===== config.mk =====
export PLATFORM = sky130hd
export DESIGN_NAME = gcsc_back
export DESIGN_NICKNAME = d
export VERILOG_FILES = /design/src/hdl/gcsc_pkg.sv /design/src/hdl/gcsc_back.sv
export SDC_FILE = /design/constraint.sdc
export NUM_CORES = 2
export LEC_CHECK = 0
export ABC_AREA = 1
export BUFFER_PORTS_ARGS = -buffer_cell sky130_fd_sc_hd__buf_2
export CAP_MARGIN = 20
export CORE_UTILIZATION = 44
export CTS_BUF_LIST = sky130_fd_sc_hd__clkbuf_16
export CTS_CLUSTER_DIAMETER = 50
export DETAILED_ROUTE_END_ITERATION = 10
export PLACE_DENSITY = 0.71
export SLEW_MARGIN = 20
export SYNTH_ARGS = -nofsm -noshare
export SYNTH_HDL_FRONTEND = slang
export SYNTH_SLANG_ARGS = --single-unit

===== constraint.sdc =====
create_clock -name clk -period 11.9 [get_ports clk]
set_input_delay 2.38 -clock clk [delete_from_list [all_inputs] [get_ports clk]]
set_output_delay 2.38 -clock clk [all_outputs]
set_load 0.01 [all_outputs]

===== src/hdl/gcsc_pkg.sv =====
// ----------------------------------------------------------------------------
// gcsc_pkg
// Shared types and constants of the grid corner straightness checker.
// ----------------------------------------------------------------------------
package gcsc_pkg;

  // Configuration register indexes
  localparam logic CFG_GRID_WIDTH  = 1'b0;
  localparam logic CFG_GRID_HEIGHT = 1'b1;

  localparam int unsigned CFG_BITS = 7;

  localparam logic [CFG_BITS-1:0] GRID_WIDTH_RST  = 7'd9;
  localparam logic [CFG_BITS-1:0] GRID_HEIGHT_RST = 7'd6;

  // 0.993^2 * 2^20, truncated
  localparam int unsigned SCALE_SHIFT = 20;
  localparam logic [19:0] COS2_SCALED = 20'd1033947;

  // Multiplier digit size, bits of the second operand consumed per cycle
  localparam int unsigned DIG_BITS = 8;

  localparam int unsigned ROW_MAX = 127;

  typedef struct packed {
    logic row_chk;
    logic col_chk;
    logic last;
    logic mismatch;
  } job_flags_t;

  localparam int unsigned FLAG_BITS = $bits(job_flags_t);

endpackage


===== src/hdl/gcsc_back.sv =====
// ----------------------------------------------------------------------------
// gcsc_back
// Runs the row and column triple checks of each corner on one shared
// digit-serial multiplier and delivers the grid verdict.
// ----------------------------------------------------------------------------
module gcsc_back #(
  parameter int COORD_BITS = 20
) (
  input  logic                    clk,
  input  logic                    rst_n,
  input  logic                    job_valid,
  output logic                    job_ready,
  input  gcsc_pkg::job_flags_t    job_flags,
  input  logic [2*COORD_BITS-1:0] job_p0r,
  input  logic [2*COORD_BITS-1:0] job_p1r,
  input  logic [2*COORD_BITS-1:0] job_p0c,
  input  logic [2*COORD_BITS-1:0] job_p1c,
  input  logic [2*COORD_BITS-1:0] job_p2,
  output logic                    out_valid,
  input  logic                    out_ready,
  output logic                    out_ok,
  output logic                    out_mismatch
);
  import gcsc_pkg::*;

  localparam int CB = COORD_BITS;
  localparam int PT = 2 * CB;
  localparam int NW = 2 * CB + 1;
  localparam int LW = 4 * CB + 2;
  localparam int PW = LW + SCALE_SHIFT;
  localparam int BW = NW;

  typedef enum logic [2:0] {
    B_IDLE, B_PICK, B_SETUP, B_LOAD, B_MUL, B_CMP, B_FIN
  } bstate_t;

  typedef enum logic [3:0] {
    OP_AXBX, OP_AYBY, OP_NA0, OP_NA1, OP_NB0, OP_NB1, OP_LHS, OP_R, OP_RHS
  } op_t;

  function automatic logic [CB:0] step(input logic [CB-1:0] to, input logic [CB-1:0] from);
    step = (to < from) ? {1'b1, from - to} : {1'b0, to - from};
  endfunction

  bstate_t        state_r;
  op_t            op_r;
  logic           tsel_r, pend_row_r, pend_col_r, last_r, mis_r, fail_r;
  logic           out_valid_r, out_ok_r, out_mis_r, same_r;
  logic [PT-1:0]  p0r_r, p1r_r, p0c_r, p1c_r, p2_r;
  logic [CB-1:0]  ax_r, ay_r, bx_r, by_r;
  logic [PW-1:0]  areg_r, acc_r, acc_nxt, a_sel;
  logic [BW-1:0]  breg_r, b_rest, b_sel;
  logic [PT-1:0]  p1_r;
  logic [NW-1:0]  dot_r, na_r, nb_r, dot_nxt;
  logic [LW-1:0]  lhs_r, r_r;

  logic [PT-1:0]  s0, s1;
  logic [CB:0]    stx1, sty1, stx2, sty2;
  logic [PT-1:0]  p2_prod;
  logic           out_load;

  assign s0   = tsel_r ? p0c_r : p0r_r;
  assign s1   = tsel_r ? p1c_r : p1r_r;
  assign stx1 = step(s1[CB-1:0], s0[CB-1:0]);
  assign sty1 = step(s1[PT-1:CB], s0[PT-1:CB]);
  assign stx2 = step(p2_r[CB-1:0], s1[CB-1:0]);
  assign sty2 = step(p2_r[PT-1:CB], s1[PT-1:CB]);

  always_comb begin
    case (op_r)
      OP_AXBX: begin a_sel = PW'(ax_r);  b_sel = BW'(bx_r); end
      OP_AYBY: begin a_sel = PW'(ay_r);  b_sel = BW'(by_r); end
      OP_NA0:  begin a_sel = PW'(ax_r);  b_sel = BW'(ax_r); end
      OP_NA1:  begin a_sel = PW'(ay_r);  b_sel = BW'(ay_r); end
      OP_NB0:  begin a_sel = PW'(bx_r);  b_sel = BW'(bx_r); end
      OP_NB1:  begin a_sel = PW'(by_r);  b_sel = BW'(by_r); end
      OP_LHS:  begin a_sel = PW'(dot_r); b_sel = dot_r;     end
      OP_R:    begin a_sel = PW'(na_r);  b_sel = nb_r;      end
      OP_RHS:  begin a_sel = PW'(r_r);   b_sel = BW'(COS2_SCALED); end
      default: begin a_sel = '0;         b_sel = '0;        end
    endcase
  end

  // One digit of the second operand per cycle
  assign acc_nxt = acc_r + areg_r * PW'(breg_r[DIG_BITS-1:0]);
  assign b_rest  = breg_r >> DIG_BITS;
  assign p2_prod = acc_nxt[PT-1:0];

  always_comb begin
    if (same_r)              dot_nxt = NW'(p1_r) + NW'(p2_prod);
    else if (p1_r >= p2_prod) dot_nxt = NW'(p1_r - p2_prod);
    else                     dot_nxt = NW'(p2_prod - p1_r);
  end

  assign out_load = (state_r == B_FIN) && last_r && (!out_valid_r || out_ready);

  always_ff @(posedge clk) begin
    if (!rst_n) begin
      state_r     <= B_IDLE;
      pend_row_r  <= 1'b0;
      pend_col_r  <= 1'b0;
      fail_r      <= 1'b0;
      out_valid_r <= 1'b0;
    end else begin
      if (out_load)       out_valid_r <= 1'b1;
      else if (out_ready) out_valid_r <= 1'b0;
      case (state_r)
        B_IDLE: begin
          if (job_valid) begin
            pend_row_r <= job_flags.row_chk;
            pend_col_r <= job_flags.col_chk;
            last_r     <= job_flags.last;
            mis_r      <= job_flags.mismatch;
            p0r_r      <= job_p0r;
            p1r_r      <= job_p1r;
            p0c_r      <= job_p0c;
            p1c_r      <= job_p1c;
            p2_r       <= job_p2;
            state_r    <= B_PICK;
          end
        end
        B_PICK: begin
          if (pend_row_r) begin
            tsel_r     <= 1'b0;
            pend_row_r <= 1'b0;
            state_r    <= B_SETUP;
          end else if (pend_col_r) begin
            tsel_r     <= 1'b1;
            pend_col_r <= 1'b0;
            state_r    <= B_SETUP;
          end else begin
            state_r <= B_FIN;
          end
        end
        B_SETUP: begin
          ax_r    <= stx1[CB-1:0];
          ay_r    <= sty1[CB-1:0];
          bx_r    <= stx2[CB-1:0];
          by_r    <= sty2[CB-1:0];
          same_r  <= (stx1[CB] ^ stx2[CB]) == (sty1[CB] ^ sty2[CB]);
          op_r    <= OP_AXBX;
          state_r <= B_LOAD;
        end
        B_LOAD: begin
          areg_r <= a_sel;
          breg_r <= b_sel;
          // second square of a norm accumulates onto the first
          if (op_r != OP_NA1 && op_r != OP_NB1) acc_r <= '0;
          state_r <= B_MUL;
        end
        B_MUL: begin
          acc_r  <= acc_nxt;
          areg_r <= areg_r << DIG_BITS;
          breg_r <= b_rest;
          if (b_rest == '0) begin
            case (op_r)
              OP_AXBX: p1_r  <= acc_nxt[PT-1:0];
              OP_AYBY: dot_r <= dot_nxt;
              OP_NA1:  na_r  <= acc_nxt[NW-1:0];
              OP_NB1:  nb_r  <= acc_nxt[NW-1:0];
              OP_LHS:  lhs_r <= acc_nxt[LW-1:0];
              OP_R:    r_r   <= acc_nxt[LW-1:0];
              default: ;
            endcase
            if (op_r == OP_RHS) begin
              state_r <= B_CMP;
            end else begin
              op_r    <= op_t'(op_r + 4'd1);
              state_r <= B_LOAD;
            end
          end
        end
        B_CMP: begin
          if ((PW'(lhs_r) << SCALE_SHIFT) < acc_r) fail_r <= 1'b1;
          state_r <= B_PICK;
        end
        B_FIN: begin
          if (!last_r) begin
            state_r <= B_IDLE;
          end else if (out_load) begin
            out_ok_r    <= !mis_r && !fail_r;
            out_mis_r   <= mis_r;
            fail_r      <= 1'b0;
            state_r     <= B_IDLE;
          end
        end
        default: state_r <= B_IDLE;
      endcase
    end
  end

  assign job_ready    = state_r == B_IDLE;
  assign out_valid    = out_valid_r;
  assign out_ok       = out_ok_r;
  assign out_mismatch = out_mis_r;

endmodule

After elaboration in Yosys (flattened, before gate mapping)
Index checks and enable logic that the tools add are counted.
{"block": "op_classes", "reduce_logical": 38, "n_mux": 37, "bitwise": 2, "n_eq_ne": 26, "n_lt_le_gt_ge": 6, "n_addsub": 13, "multipliers": 1}
{"operator": "$pmux W82 S7", "n": 1}
{"operator": "$pmux W102 S2", "n": 2}
{"operator": "$pmux W41 S7", "n": 1}
{"operator": "$sub A20 B20 Y20", "n": 8}
{"operator": "$add A102 B102 Y102", "n": 1}
{"operator": "$lt A102 B102 Y1", "n": 1}
{"operator": "$mul A102 B8 Y102", "n": 1}
{"operator": "$mux W102", "n": 1}
{"operator": "$mux W21", "n": 4}
{"operator": "$mux W41", "n": 2}
{"operator": "$pmux W41 S2", "n": 1}
{"operator": "$sub A40 B40 Y41", "n": 2}
{"operator": "$lt A20 B20 Y1", "n": 4}
{"operator": "$mux W40", "n": 2}
{"operator": "$add A40 B40 Y41", "n": 1}
{"operator": "$logic_not A41 Y1", "n": 1}
{"operator": "$ge A40 B40 Y1", "n": 1}
{"operator": "$reduce_and A4 Y1", "n": 9}
{"operator": "$mux W3", "n": 7}
{"operator": "$pmux W3 S7", "n": 1}
{"operator": "$eq A4 B3 Y1 const B", "n": 4}
{"operator": "$ne A2 B2 Y1 const B", "n": 8}
{"operator": "$reduce_and A3 Y1", "n": 5}
{"operator": "$reduce_bool A2 Y1", "n": 6}
{"operator": "23 further kinds", "n": 49}
{"block": "word_totals", "word_cells": 153, "register_bits": 869, "input_bits": 208, "output_inout_bits": 4}

Longest topological paths before layout
{"block": "depth", "ltp_word": 6, "mapped_depth": 42, "depth_no_buf": 40}

Worst setup path before layout
No wires, ideal clock.
{"block": "synth_timing", "path_type": "input -> register", "startpoint": "in rst_n", "endpoint": "reg last_r, enable pin", "path_buffers": 1, "required_time_ns": 11.132, "setup_ns": 0.768, "path_stages": 3, "t_arrival_ns": 11.016, "slack_ns": 0.116, "cell_sequence": "inv_1 > clkbuf_1 > nor2_1"}
{"block": "synth_between", "elab_chain_len": 1}
{"item": "start: declaration", "line_no": "gcsc_back.sv:10", "rtl": "input logic rst_n,"}
{"item": "$reduce_and A3 Y1 (no line)"}
{"item": "end signal: assignment", "line_no": "gcsc_back.sv:112", "rtl": "last_r <= job_flags.last;"}
{"item": "end: declaration", "line_no": "gcsc_back.sv:47", "rtl": "logic tsel_r, pend_row_r, pend_col_r, last_r, mis_r, fail_r;"}
Every way passes these cells.
A chain may end at the register's enable or synchronous reset.

Worst setup path in the final report
{"block": "layout_timing", "startpoint": "reg breg_r[3]", "endpoint": "reg dot_r[33] (data pin)"}
{"block": "layout_between", "elab_chain_len": 5, "elab_cells_between_ends": 8, "classes_between": "4 x add/sub; 1 x mul; 1 x order compare; 2 x mux"}
{"item": "start: declaration", "line_no": "gcsc_back.sv:52", "rtl": "logic [BW-1:0] breg_r, b_rest, b_sel;"}
{"item": "start signal: assignment", "line_no": "gcsc_back.sv:146", "rtl": "breg_r <= b_sel;"}
{"item": "start signal: assignment", "line_no": "gcsc_back.sv:154", "rtl": "breg_r <= b_rest;"}
{"item": "$mul A102 B8 Y102", "line_no": "gcsc_back.sv:85", "rtl": "assign acc_nxt = acc_r + areg_r * PW'(breg_r[DIG_BITS-1:0]);"}
{"item": "$add A102 B102 Y102", "line_no": "gcsc_back.sv:85"}
{"item": "via acc_nxt[37]", "line_no": "gcsc_back.sv:51", "rtl": "logic [PW-1:0] areg_r, acc_r, acc_nxt, a_sel;"}
{"item": "$ge A40 B40 Y1", "line_no": "gcsc_back.sv:91", "rtl": "else if (p1_r >= p2_prod) dot_nxt = NW'(p1_r - p2_prod);"}
{"item": "$mux W41", "line_no": "gcsc_back.sv:91"}
{"item": "$mux W41", "line_no": "gcsc_back.sv:90", "rtl": "if (same_r) dot_nxt = NW'(p1_r) + NW'(p2_prod);"}
{"item": "via dot_nxt[33]", "line_no": "gcsc_back.sv:54", "rtl": "logic [NW-1:0] dot_r, na_r, nb_r, dot_nxt;"}
{"item": "end signal: assignment", "line_no": "gcsc_back.sv:158", "rtl": "OP_AYBY: dot_r <= dot_nxt;"}
{"item": "end: declaration", "line_no": "gcsc_back.sv:54"}
The timed path passes the listed nets, and every way through them passes these cells.

==> out/metrics.cfg <==
[grt]
grt_pass1_wl_um = 440000
grtUsageMet1_pct = 39.8
grt_use_total_pct = 30.3
use_met3_pct = 5.13
grt_start_max_net_pins = 99
antenna_found_initial = 4
grt-ovfl-total = 0
grt.busiest_layer = met2
grt_pass1_vias = 70500
use_met2_pct = 48.7

[die]
initial_core_util_pct = 44.2
dieArea_mm2 = 0.193
coreArea_mm2 = 0.190
die_h_um = 439
die_x_um = 439
pin_count = 212
num_rows = 160

[yosys]
synth_edf_count = 862
netlist_area_mm2 = 0.0840
yosysWarningCount = 0
synthFlopType = edfxtp_1
synth-seq-cells = 869
seq_area_frac_synth_pct = 31.0
syn_nets = 12500
synthArstFlopShare_pct = 0
ys_types = 63
syn_avg_cell_area_um2 = 7.58
synthCells = 11100

[finish]
fin_area_mm2 = 0.0912
drive_gt1_share_pct = 5.26
multi_input_area_mm2 = 0.0475
area_growth_pct = 8.51
fillers = 18800
regArea_mm2 = 0.0260
nets = 12500

[drt]
avgRoutedWirePerCell_um = 21.4
ant_nets = 0
vias = 72800
drcViolationCount = 0
drt_iter0_drc = 7934
via_per_inst = 5.29
dr.pass1.iters = 7
wl_um = 294000

[clocking]
clock_path_buffers = 3
cts_resized = 0
postCtsSetupRepairBufs = 0
cts.sinks = 869
ctsHoldBuffers = 0
cts_tree = yes
clk_pin_slew_ns = 0.07
root_buffer = clkbuf_16
clock_latency_ns = 0.76
cts_buffers = 111
h-tree-depth = 3

[place]
gp_congestion = 1.07
postPlaceCellArea_mm2 = 0.0874
io_buffers = 211
dp_hpwl_um = 240000

[worst_setup_path]
worstPathMaxFanout = 45
crit_buf_inv = 8
cp.arrival_ns = 9.38
end_kind = flip-flop
startpoint_type = flip-flop
critical_path.max_stage_delay_ns = 0.77
cp.depth = 33
rr_worst_depth = 33
crit_top_cell = nand2_1
slowest_stage = edfxtp_1
critPathKind = flip-flop to flip-flop
required_ns = 12.51
cp_top_family = adder cells

[job]
maxCapViolCount = 0

[timing]
rsz0062_at_grt = no
relSlewSlack_pct = 19.1
fin_setup_tns_ns = 0
max_freq_mhz = 114
worstMarginPinSlew_ns = 1.20
setup_violations = 0
period_minus_slack_ns = 8.77
fin_skew_ns = 0.0443
holdWs_ns = 0.454
slew_violations = 0
finalHoldViolations = 0
finalCritPeriodShare_pct = 73.7

[status]
status = complete, no violations

[min_path]
hp-class = flip-flop to flip-flop
hold_depth = 0

==> cells in the final DEF (no fill, tap or decap), types with 12 or more instances in the layout <==
cell type and n:
edfxtp_1 862, nor3_1 61, clkinv_2 17, xnor2_1 36
o21ai_0 354, nand2_2 25, buf_4 75, xor2_1 146
ha_1 473, inv_6 17, a221oi_1 22, a21boi_0 22
a21oi_1 509, fa_1 687, inv_1 2375, a21o_1 32
buf_2 211, a22oi_1 25, nor2_2 16, nor2_1 706
nand3_1 296, o211ai_1 21, a31oi_1 15, o21bai_1 51
nor2_4 12, nand3b_1 12, nor4_1 15, nand2_1 3709
o21ai_1 23, clkinv_1 19, inv_2 37, clkbuf_16 111
nand4_1 98
==> synthesized netlist by cell type, types with 32 or more instances <==
cell	instances	area, um^2
nand3_1	296	1480
o21bai_1	51	383
xor2_1	146	1280
ha_1	473	5920
a21oi_1	509	2550
xnor2_1	36	315
nor2_1	715	2680
edfxtp_1	862	25900
nand2_1	3709	13900
buf_2	46	230
o21ai_0	354	1770
a21o_1	32	240
nand4_1	98	613
clkbuf_1	236	886
inv_2	36	135
inv_1	2368	8890
fa_1	687	13800
nor3_1	63	315
==> cell type report <==
class / instances / area share, %
clock inverter: 99 / 1.11
antenna: 3 / 0.00823
multi-input combinational: 7466 / 52.1
inverter: 2410 / 9.93
clock buffer: 111 / 3.05
tap: 2511 / 3.45
timing repair buffer: 286 / 1.78
sequential: 869 / 28.5
==> sequential cells by signal (all words and copies together) (netlist names), 3 cells and up <==
register / count
op_r: 4
r_r: 82
p1_r: 40
p2_r: 40
ax_r: 20
state_r: 3
areg_r: 102
breg_r: 41
bx_r: 20
acc_r: 102
lhs_r: 82
p0r_r: 40
p1c_r: 40
p0c_r: 40
ay_r: 20
na_r: 41
dot_r: 41
by_r: 20
p1r_r: 40
nb_r: 41
==> kinds of logic (layout without fill, tap and decap cells) <==
logic type      count (synthesis)  after routing  share of synthesized area (%)
xor+xnor                      182            182                           1.90
flops                         869            869                           31.0
fa+ha+maj                    1160           1160                           23.4
other cells                     0              3                              0
simple gates                 4989           4989                           23.6
buf+inv                      2756           2906                           12.5
mux                             6              6                         0.0715
compound gates               1129           1129                           7.53
==> per-stage QoR <==
step	cells	setup slack, ns	util (%)
after CTS	13800	3.18	48.0
after floorplan	11100	0.116	-
after global routing	13800	2.61	48.0
after detailed placement	13500	3.21	46.0
after global placement	13500	3.35	46.0
final	13800	3.13	48.0
==> final timing paths <==
check                               start            to  slack (ns)
worst max-delay path            breg_r[3]     dot_r[33]        3.13
worst min register to register      mis_r  out_mismatch        0.45
worst max register to register  breg_r[3]     dot_r[33]        3.13
worst min-delay path                mis_r  out_mismatch        0.45
==> layer usage <==
layer / vias up / share of wire (%)
met5: - / 0
met4: 0 / 5.4
met3: 597 / 8.7
met2: 3429 / 46
met1: 34700 / 40
li1: 34100 / -
Power is left out: the tool's default activity adds up to more than one toggle a clock period on the data nets, which glitch-free logic cannot reach.
