### src/hdl/gcsc_pkg.sv
// ----------------------------------------------------------------------------
// gcsc_pkg
// Shared types and constants of the grid corner straightness checker.
// ----------------------------------------------------------------------------
package gcsc_pkg;

  // Configuration register indexes
  localparam logic CFG_GRID_WIDTH  = 1'b0;
  localparam logic CFG_GRID_HEIGHT = 1'b1;

  localparam int unsigned CFG_BITS = 7;

  localparam logic [CFG_BITS-1:0] GRID_WIDTH_RST  = 7'd9;
  localparam logic [CFG_BITS-1:0] GRID_HEIGHT_RST = 7'd6;

  // 0.993^2 * 2^20, truncated
  localparam int unsigned SCALE_SHIFT = 20;
  localparam logic [19:0] COS2_SCALED = 20'd1033947;

  // Multiplier digit size, bits of the second operand consumed per cycle
  localparam int unsigned DIG_BITS = 8;

  localparam int unsigned ROW_MAX = 127;

  typedef struct packed {
    logic row_chk;
    logic col_chk;
    logic last;
    logic mismatch;
  } job_flags_t;

  localparam int unsigned FLAG_BITS = $bits(job_flags_t);

endpackage

### src/hdl/gcsc_fifo.sv
// ----------------------------------------------------------------------------
// gcsc_fifo
// Two-entry queue between the front and the back.
// ----------------------------------------------------------------------------
module gcsc_fifo #(
  parameter int WIDTH = 8
) (
  input  logic             clk,
  input  logic             rst_n,
  input  logic             push_valid,
  output logic             push_ready,
  input  logic [WIDTH-1:0] push_data,
  output logic             pop_valid,
  input  logic             pop_ready,
  output logic [WIDTH-1:0] pop_data
);
  import gcsc_pkg::*;

  logic [WIDTH-1:0] data_r [2];
  logic             wr_ptr_r, rd_ptr_r;
  logic [1:0]       cnt_r;
  logic             do_push, do_pop;

  assign push_ready = cnt_r != 2'd2;
  assign pop_valid  = cnt_r != 2'd0;
  assign do_push    = push_valid && push_ready;
  assign do_pop     = pop_valid && pop_ready;
  assign pop_data   = data_r[rd_ptr_r];

  always_ff @(posedge clk) begin
    if (!rst_n) begin
      wr_ptr_r <= 1'b0;
      rd_ptr_r <= 1'b0;
      cnt_r    <= 2'd0;
    end else begin
      if (do_push) wr_ptr_r <= ~wr_ptr_r;
      if (do_pop)  rd_ptr_r <= ~rd_ptr_r;
      case ({do_push, do_pop})
        2'b10:   cnt_r <= cnt_r + 2'd1;
        2'b01:   cnt_r <= cnt_r - 2'd1;
        default: cnt_r <= cnt_r;
      endcase
    end
  end

  always_ff @(posedge clk) begin
    if (do_push) data_r[wr_ptr_r] <= push_data;
  end

endmodule

### config.mk
export PLATFORM = sky130hd
export DESIGN_NAME = gcsc_fifo
export DESIGN_NICKNAME = d
export VERILOG_FILES = /design/src/hdl/gcsc_pkg.sv /design/src/hdl/gcsc_fifo.sv
export SDC_FILE = /design/constraint.sdc
export NUM_CORES = 1
export LEC_CHECK = 0
export BUFFER_PORTS_ARGS = -buffer_cell sky130_fd_sc_hd__buf_2
export CAP_MARGIN = 20
export CELL_PAD_IN_SITES_DETAIL_PLACEMENT = 1
export CELL_PAD_IN_SITES_GLOBAL_PLACEMENT = 1
export CORE_MARGIN = 2
export CORE_UTILIZATION = 30
export CTS_BUF_LIST = sky130_fd_sc_hd__clkbuf_4
export DETAILED_ROUTE_END_ITERATION = 12
export GPL_ROUTABILITY_DRIVEN = 1
export PLACE_DENSITY = 0.62
export SYNTH_ARGS = -nofsm -noshare
export SYNTH_HDL_FRONTEND = slang
export SYNTH_SLANG_ARGS = --single-unit
### constraint.sdc
create_clock -name clk -period 1.5 [get_ports clk]
set_input_delay 0.3 -clock clk [delete_from_list [all_inputs] [get_ports clk]]
set_output_delay 0.3 -clock clk [all_outputs]
set_load 0.01 [all_outputs]
-- Word-level counts from Yosys, hierarchy flattened
Memories as Yosys holds them, arrays and structs flattened. A register that Yosys moved wholly into a read port is not among the register bits.
Cells that the tools add are included.
- output and inout port bits: 10
- bits in registers: 4
- RAM bits: 16
- memories kept: 1
- bits of input ports: 12
- word-level logic and storage cells: 20
- reductions and logical operators: 4
- bitwise logic cells: 2
- muxes and demuxes: 5
- $add $sub $neg: 2
- equality and inequality tests: 3
- memories (name ; depth ; bits a word ; read ports ; clocked after memory_dff ; write ports ; line ; text):
    data_r ; 2 ; 8 ; 1 ; 1 ; 1 ; gcsc_fifo.sv:19 ; logic [WIDTH-1:0] data_r [2];
- operators by type and width (operator ; number):
    $mux W1 ; 4
    $pmux W2 S2 ; 1
    $reduce_bool A2 Y1 ; 2
    $add A2 B1 Y2 const B ; 1
    $eq A2 B1 Y1 const B ; 1
    $eq A2 B2 Y1 const B ; 1
    $logic_and A1 B1 Y1 ; 2
    $ne A2 B2 Y1 const B ; 1
    $not A1 Y1 ; 2
    $sub A2 B1 Y2 const B ; 1

-- Depth between registers and ports, before layout
Gate-level depths: netlist of the first run.
- depth in word-level cells: 4
- mapped depth: 6
- gate-level depth less buffers: 6

-- Least setup slack after synthesis of the first run
No wires, ideal clock.
- kind: reg-to-reg
- start: reg cnt_r[0]
- end: reg cnt_r[1]
- data required time: 1.430 ns
- stages on the path, launching flop included: 6
- buffers on the path: 0
- data arrival time: 1.464 ns
- library setup time: 0.070 ns
- clock period less this slack: 1.534 ns
- setup slack: -0.034 ns
- cells stage by stage: dfxtp_1 -> nand2b_1 -> nand2_1 -> ha_1 -> or3_1 -> a21oi_1
- longest elaborated chain between the ends: 4
- elaborated cells on any way between the ends: 10
- classes of those cells: add/sub (2); eq/ne (3); mux (1); reduce/logical (4)
- ends and longest elaborated chain (element ; line ; text):
    start: declaration ; gcsc_fifo.sv:21 ; logic [1:0] cnt_r;
    start signal: assignment ; gcsc_fifo.sv:39 ; 2'b10: cnt_r <= cnt_r + 2'd1;
    start signal: assignment ; gcsc_fifo.sv:40 ; 2'b01: cnt_r <= cnt_r - 2'd1;
    start signal: assignment ; gcsc_fifo.sv:41 ; default: cnt_r <= cnt_r;
    $ne A2 B2 Y1 * ; gcsc_fifo.sv:24 ; assign push_ready = cnt_r != 2'd2;
    net push_ready ; gcsc_fifo.sv:11 ; output logic push_ready,
    $logic_and A1 B1 Y1 * ; gcsc_fifo.sv:26 ; assign do_push = push_valid && push_ready;
    $eq A2 B1 Y1 or $eq A2 B2 Y1 (tied branches) ; gcsc_fifo.sv:38 ; case ({do_push, do_pop})
    $pmux W2 S2 or $reduce_bool A2 Y1 (tied branches) ; n/a ;
The timed path passes the listed nets; every way through them passes the cells marked *.
A chain may end at the register's enable or synchronous reset.

==> flow_summary.yaml, run 1 <==
detailed_routing:
  drt_iter0_drc: 2
  route.detailed.drc: 0
  wl_um: 1420
  vias_per_cell: 4.48
  detail-route-antenna-nets: 0
  drt_first_pass_iters: 3
  avgRoutedWirePerCell_um: 13.3
  vias: 479
power_and_ir_drop:
  powerDensity_nw_per_um2: 1720
  p_leak_nw: 0.444
  ir_worst_vdd_uv: 822
sta:
  tightest_slew_ns: 0.330
  fin_worst_skew_ns: 0.00389
  final_max_slew_viol_count: 0
  setup_viol: 0
  rsz0062_at_grt: "true"
  max_freq_mhz: 668
  max-slew-margin-rel_pct: 78.0
  timing.final.crit_share_pct: 99.8
  hold_viol_final: 0
  period_needed_ns: 1.50
synth:
  synth_seq_cells: 21
  synth_ff_type: "edfxtp_1"
  synth.distinct_cells: 19
  synth_edf_count: 16
  syn_nets: 63
  synth.yosys.warnings: 0
  synth.avg_cell_area_um2: 16.0
  syn_inst: 50
  synth-seq-area-share_pct: 72.4
  async_flop_share_pct: 0
  synth_area_um2: 802
cells_and_area:
  layout-drive-gt1-share_pct: 57.1
  area_growth_pct: 37.6
  multiInputGateArea_um2: 260
  seq_area_um2: 587
  fin_area_um2: 1100
  fillers: 262
  n_antenna_cell: 0
  layout.cells.non_filler: 107
  nNetsFinal: 91
grt:
  grt_pass1_vias: 521
  use_met2_pct: 16.5
  antenna_found_initial: 0
  grt_use_total_pct: 9.82
  grt_first_pass_wirelength_um: 2350
  busiest_layer: "met2"
  gr-usage-met3_pct: 4.19
  met1_usage_pct: 10.8
  overflow: 0
  grt_max_degree: 13
job:
  cap_violations: 0
run_status:
  outcome: "finished, final reports clean"
clock_network:
  clockRootBuffer: "clkbuf_4"
  clkTransAtPathRegs_ns: 0.12
  clockBufferDepth: 2
  clock_latency_ns: 0.29
  numCtsBuffers: 3
  cts_sinks: 21
  holdBufCountCts: 0
  cts_setup_buffers: 0
  htree_num_levels: 1
  cts_tree: "done"
critical_path:
  crit_buf_inv: 1
  path_depth: 2
  cp.required_ns: 1.20
  r2r_slack_ns: 0.04
  worst-r2r-cell-count: 5
  crit_path_max_fanout: 8
  crit_chain: "mux2_4, buf_6"
  arrival_ns: 1.20
  cp_slowest_cell: "dfxtp_4"
  cp-start-kind: "flop"
  crit_type: "reg -> out"
  crit_path_end_kind: "primary output"
  critPathMaxStageDelay_ns: 0.46
  crit_family: "flip-flops"
placed_design:
  placed_cells: 103
  portBuffers: 21
  routabilityCongestion: 0.696
  dp_hpwl_um: 1000
  placed_area_um2: 965
floorplanning:
  dieArea_um2: 3100
  start_util_pct: 32.1
  die_y_um: 55.7
  die_w_um: 55.7
  ioPinCount: 22
  num_rows: 18
  core_um2: 2500
hold_path:
  whs_path_depth: 1
  min_path_type: "in -> reg"
-- cells in the final DEF, fill, tap and decap left out, types with 2 or more instances in the layout --
cell type  instances
edfxtp_1          16
buf_2             12
buf_6              9
mux2_4             8
nor2_1             3
clkbuf_4           3
buf_4              3
inv_1              2
xnor2_1            2
dfxtp_2            2
dfxtp_1            2
-- cells by family (layout without fill, tap and decap cells) --
family | after synthesis | in the layout | share of synthesized area, %
buffers and inverters | 3 | 30 | 1.56
flip-flops | 21 | 21 | 72.4
XOR/XNOR | 3 | 3 | 3.28
adder cells (fa/ha/maj) | 1 | 1 | 1.56
AND/OR/NAND/NOR | 9 | 9 | 5.93
multiplexers | 8 | 8 | 11.2
AO/OA/AOI/OAI | 5 | 5 | 4.06
-- power by group --
| part | switching [mW] | internal (mW) | total (mW) |
|---|---|---|---|
| sequential | 0.0909 | 0.761 | 0.852 |
| combinational | 0.302 | 0.483 | 0.785 |
| clock | 0.165 | 0.0991 | 0.264 |
-- stage by stage --
step | power (mW) | util [%] | setup slack [ns] | hold WS, ns | setup TNS (ns)
after floorplan | 1.19 | - | 0.0212 | 0.399 | 0
final | 1.90 | 44.1 | 0.00295 | 0.185 | 0
after CTS | 1.74 | 40.3 | -0.0257 | 0.167 | -0.169
after global placement | 1.39 | 38.6 | 0.0876 | 0.489 | 0
after global routing | 2.02 | 44.1 | -0.0526 | 0.162 | -0.393
after detailed placement | 1.40 | 38.6 | 0.0111 | 0.494 | 0
-- timing repair --
item | in CTS | in global routing
setup endpoints to repair | 10 | 9
gates cloned | 0 | 0
gates resized for setup | 6 | 18
pin swaps | 1 | 0
-- cell usage after synthesis (2+ instances only) --
cell type  count  area (um2)
xnor2_1        2        17.5
mux2_2         8        90.1
nor2_1         3        11.3
dfxtp_1        5         100
edfxtp_1      16         480
a21oi_1        2        10.0
inv_1          2        7.51
-- registers in the layout, summed over array words and instances, names as in the netlist, named ones only --
signal / count
data_r: 16
cnt_r: 2
wr_ptr_r: 1
rd_ptr_r: 1
-- worst reg2reg max path: stages, from the launching register on --
cell      delay [ns]
dfxtp_2         0.34
nand2b_2        0.17
nand2_1         0.13
ha_4            0.23
or3_1           0.39
a21oi_2         0.14
-- layout make-up --
cell class                 count  area share, %
multi-input combinational     26           23.6
sequential                    21           53.2
clock buffer                   3           2.04
tap                           30           3.40
clock inverter                 1          0.454
timing repair buffer          24           16.7
inverter                       2          0.680
-- path summary, 6_finish.rpt --
check / startpoint / to
worst max-delay path: flop / pop_data[6]
worst min-delay path: push_data[1] / data_r[0][1]
worst max register to register: cnt_r[0] / cnt_r[1]
worst min register to register: rd_ptr_r / flop
-- metal layers --
layer  share of wire, %  vias to the layer above  routed length [um]
met5                  0                        -                   0
met3                6.7                        0                  96
met2                 53                       14                 749
met1                 40                      231                 576
met4                  0                        0                   0
li1                   -                      234                   -
No activity file was read; power rests on OpenSTA's default activity.
==> run 2, diff against run 1 <==
- CORE_ASPECT_RATIO: not set -> 1.25
==> flow_summary.yaml, run 2 (synthesized netlist as in run 1, its figures left out) <==
power_and_ir_drop:
  p_leak_nw: 0.446
  power_mw: 1.95
  ir_worst_vdd_uv: 881
  powerDensity_nw_per_um2: 1740
clock_network:
  clockBufferDepth: 2
  clock_latency_ns: 0.29
  clkTransAtPathRegs_ns: 0.11
  cts_tree: "done"
  numCtsBuffers: 3
  clockRootBuffer: "clkbuf_4"
  holdBufCountCts: 0
  cts_sinks: 21
  htree_num_levels: 1
cells_and_area:
  regMostFlops: "data_r"
  n_antenna_cell: 0
  largest_register_ffs: 16
  area_growth_pct: 39.6
  top_regs: "data_r: 16 flops, cnt_r: 2 flops"
  layout_commonest_cell: "edfxtp_1"
  final_util_pct: 45.2
  mostFrequentLayoutCells: "16 x edfxtp_1, 12 x buf_2, 9 x buf_6"
  nNetsFinal: 90
  layout-drive-gt1-share_pct: 57.9
  fin_area_um2: 1120
detailed_routing:
  vias_per_cell: 4.46
  top_layer: "met3"
  detail-route-antenna-nets: 0
  drt_first_pass_iters: 2
  route.detailed.drc: 0
  wl_met3_um: 105
  vias: 486
  avgRoutedWirePerCell_um: 13.2
  m1WireLength_um: 577
  wl_um: 1440
  wl_met2_um: 754
  drt_iter0_drc: 5
critical_path:
  crit_path_max_fanout: 8
  r2r_slack_ns: 0.05
  arrival_ns: 1.20
  cp-start-kind: "flop"
  crit_family: "flip-flops"
  worst_r2r_endpoint: "cnt_r[1]"
  crit_type: "reg -> out"
  crit_chain: "buf_12, mux2_4, buf_6"
  critPathMaxStageDelay_ns: 0.35
  crit_buf_inv: 2
  crit_path_end_kind: "primary output"
  worst-r2r-cell-count: 5
  cp.required_ns: 1.20
  reg2reg_from: "cnt_r[0]"
  cp_slowest_cell: "dfxtp_2"
grt:
  overflow: 0
  grt_pass1_vias: 526
  grt_max_degree: 12
  antenna_found_initial: 0
  grt_first_pass_wirelength_um: 2350
  grt_use_total_pct: 10.4
sta:
  layout_setup_ws_ns: -0.000514
  hold_viol_final: 0
  final_max_slew_viol_count: 0
  setup_viol: 1
  fin_worst_skew_ns: 0.00631
  timing.final.crit_share_pct: 100
  max_freq_mhz: 666
  holdWs_ns: 0.189
  period_needed_ns: 1.50
  max-slew-margin-rel_pct: 73.6
  tightest_slew_ns: 0.395
  rsz0062_at_grt: "true"
placed_design:
  routabilityCongestion: 0.673
  placed_area_um2: 966
  portBuffers: 21
  dp_hpwl_um: 1000
job:
  cap_violations: 0
floorplanning:
  ioPinCount: 22
  dieArea_um2: 3110
  die_w_um: 50.2
  num_rows: 20
  core_um2: 2480
  die_y_um: 61.8
  start_util_pct: 32.4
hold_path:
  min_from: "push_data[5]"
  min_to: "data_r[1][5]"
  min_path_type: "in -> reg"
  whs_path_depth: 1
run_status:
  violations: "negative setup slack"
  outcome: "complete, but fails checks"
==> run 2: worst register-to-register path, stage by stage, from the launching register on <==
cell and delay [ns]:
dfxtp_2 0.37, nand2b_4 0.15, nand2_2 0.08, ha_4 0.25
or3_1 0.39, a21oi_2 0.15
==> run 2: report_power, final <==
group	switching, mW	internal, mW
combinational	0.337	0.517
sequential	0.0647	0.757
clock	0.155	0.121
==> run 2: layer usage <==
metal  track usage, %  vias to the layer above
met1             11.1                      235
met5                0                        -
li1                 -                      236
met4             4.76                        0
met2             18.4                       15
met3             3.83                        0
==> run 2: how the worst max path moves through the flow <==
stage	cells after the start	endpoint	slack [ns]	startpoint
CTS	3	pop_data[1]	-0.02	flop
global route	3	pop_data[2]	-0.05	flop
finish	3	pop_data[1]	-0.0005	flop
detailed placement	5	cnt_r[1]	-0.09	cnt_r[0]
floorplan	5	cnt_r[1]	0.02	cnt_r[0]
global placement	5	cnt_r[1]	0.02	cnt_r[0]
==> run 2: layout make-up <==
type | count | area [um2]
Clock buffer | 4 | 30.0
Fill cell | 254 | 1360
Inverter | 2 | 7.51
Multi-Input combinational cell | 26 | 268
Sequential cell | 21 | 584
Tap cell | 33 | 41.3
Timing Repair Buffer | 23 | 189
==> run 2: timing repair <==
action / in CTS / in global routing
setup endpoints to repair: 9 / 9
resized for setup: 23 / 2
pin swaps: 1 / 0
buffers inserted: 1 / 0
gates cloned: 0 / 0
==> run 2: per-stage QoR <==
stage / setup WS, ns / cells / TNS [ns]
final: -0.000514 / 109 / -0.000514
after global routing: -0.0540 / 109 / -0.419
after CTS: -0.0226 / 109 / -0.142
after detailed placement: -0.0857 / 104 / -0.0857
after global placement: 0.0194 / 104 / 0
after floorplan: 0.0212 / 50 / 0
==> run 3, diff against run 2 <==
- CORE_MARGIN: 2 -> 10
- RECOVER_POWER: not set -> 25
==> flow_summary.yaml, run 3 (synthesized netlist as in run 1, its figures left out) <==
sta:
  max_freq_mhz: 659
  final_max_slew_viol_count: 0
  timing.final.crit_share_pct: 101
  fin_tns_setup_ns: -0.0745
  period_needed_ns: 1.52
  max-slew-margin-rel_pct: 72.1
  layout_setup_ws_ns: -0.0166
  fin_worst_skew_ns: 0.00949
  tightest_slew_ns: 0.418
  holdWs_ns: 0.180
  rsz0062_at_grt: "true"
  hold_viol_final: 0
  setup_viol: 8
clock_network:
  cts_tree: "done"
  htree_num_levels: 1
  clkTransAtPathRegs_ns: 0.12
  clock_latency_ns: 0.30
  numCtsBuffers: 3
  cts_setup_buffers: 0
  holdBufCountCts: 0
  clockBufferDepth: 2
  clockRootBuffer: "clkbuf_4"
  cts_sinks: 21
cells_and_area:
  layout-drive-gt1-share_pct: 55.3
  area_growth_pct: 39.0
  mostFrequentLayoutCells: "16 x edfxtp_1, 12 x buf_2, 10 x buf_6"
  fillers: 273
  seq_area_um2: 587
  largest_register_ffs: 16
  top_regs: "data_r: 16 flops, cnt_r: 2 flops"
  multiInputGateArea_um2: 262
  fin_area_um2: 1110
  final_util_pct: 44.6
  n_antenna_cell: 0
  regMostFlops: "data_r"
  layout_commonest_cell: "edfxtp_1"
  nNetsFinal: 90
critical_path:
  arrival_ns: 1.22
  crit_path_end_kind: "primary output"
  cp-start-kind: "flop"
  crit_path_max_fanout: 8
  cp.required_ns: 1.20
  crit_type: "reg -> out"
grt:
  grt_first_pass_wirelength_um: 2720
  grt_pass1_vias: 548
  grt_use_total_pct: 6.88
  overflow: 0
  antenna_found_initial: 0
  grt_max_degree: 12
detailed_routing:
  drt_first_pass_iters: 4
  avgRoutedWirePerCell_um: 15.6
  detail-route-antenna-nets: 0
  drt_iter0_drc: 4
  vias_per_cell: 4.47
  vias: 487
  route.detailed.drc: 0
  wl_um: 1700
hold_path:
  min_path_type: "in -> reg"
floorplanning:
  core_um2: 2500
  num_rows: 20
  die_w_um: 66.2
  dieArea_um2: 5150
  ioPinCount: 22
  die_y_um: 77.8
  start_util_pct: 32.0
placed_design:
  routabilityCongestion: 0.598
  placed_area_um2: 961
  dp_slack_ns: -0.0144
  dp_hpwl_um: 1160
  portBuffers: 21
power_and_ir_drop:
  power.internal_mw: 1.40
  sw_frac_of_total_pct: 29.0
  combPwrFrac_pct: 43.5
  powerDensity_nw_per_um2: 1770
  ir_worst_vdd_uv: 832
  netSwitchingPower_mw: 0.572
  p_leak_nw: 0.446
  p_clk_share_pct: 14.4
  pwr-share-seq_pct: 42.1
run_status:
  outcome: "complete, but fails checks"
  violations: "negative setup slack"
job:
  cap_violations: 0
## run 3: cell counts in the layout (fill, tap and decap cells not counted)
No cell type changed its count.
## run 3: cell type report
type	count	area share, %
inverter	2	0.673
tap	33	3.70
multi-input combinational	26	23.5
sequential	21	52.6
timing repair buffer	23	16.8
clock buffer	4	2.69
## run 3: power by group through the flow
stage | Combinational [mW] | Clock [mW] | Sequential, mW
after global placement | 0.589 | 0 | 0.807
after CTS | 0.818 | 0.300 | 0.814
after detailed placement | 0.598 | 0 | 0.812
after global routing | 0.933 | 0.326 | 0.842
final | 0.857 | 0.283 | 0.828
after floorplan | 0.387 | 0 | 0.802
## run 3: worst paths after layout
check                      end  cells after the start  slack (ns)          from
setup / recovery   pop_data[1]                      3       -0.02          flop
hold / removal    data_r[1][5]                      1        0.18  push_data[5]
setup reg to reg      cnt_r[1]                      4        0.06      cnt_r[0]
hold reg to reg           flop                      2        0.53      rd_ptr_r
## run 3: layer usage
layer	GRT usage (%)	routed length, um	vias up
met4	4.41	38	0
met3	3.30	154	4
li1	-	-	235
met1	7.45	705	230
met5	0	0	-
met2	10.4	798	18
## run 3: stage by stage
stage	cells	total power [mW]
after floorplan	50	1.19
after global placement	105	1.40
after detailed placement	105	1.41
after CTS	109	1.93
after global routing	109	2.10
final	109	1.97
## run 3: repair_timing
action | in CTS | in global routing
resized for setup | 23 | 4
pin swaps | 0 | 1
endpoints found under the setup margin | 10 | 10
hold endpoints to repair | 0 | 0
## run 3: critical path, cell delays in order, from the launching register on
cell and delay (ns):
dfxtp_2 0.35, buf_8 0.14, mux2_4 0.31, buf_6 0.12
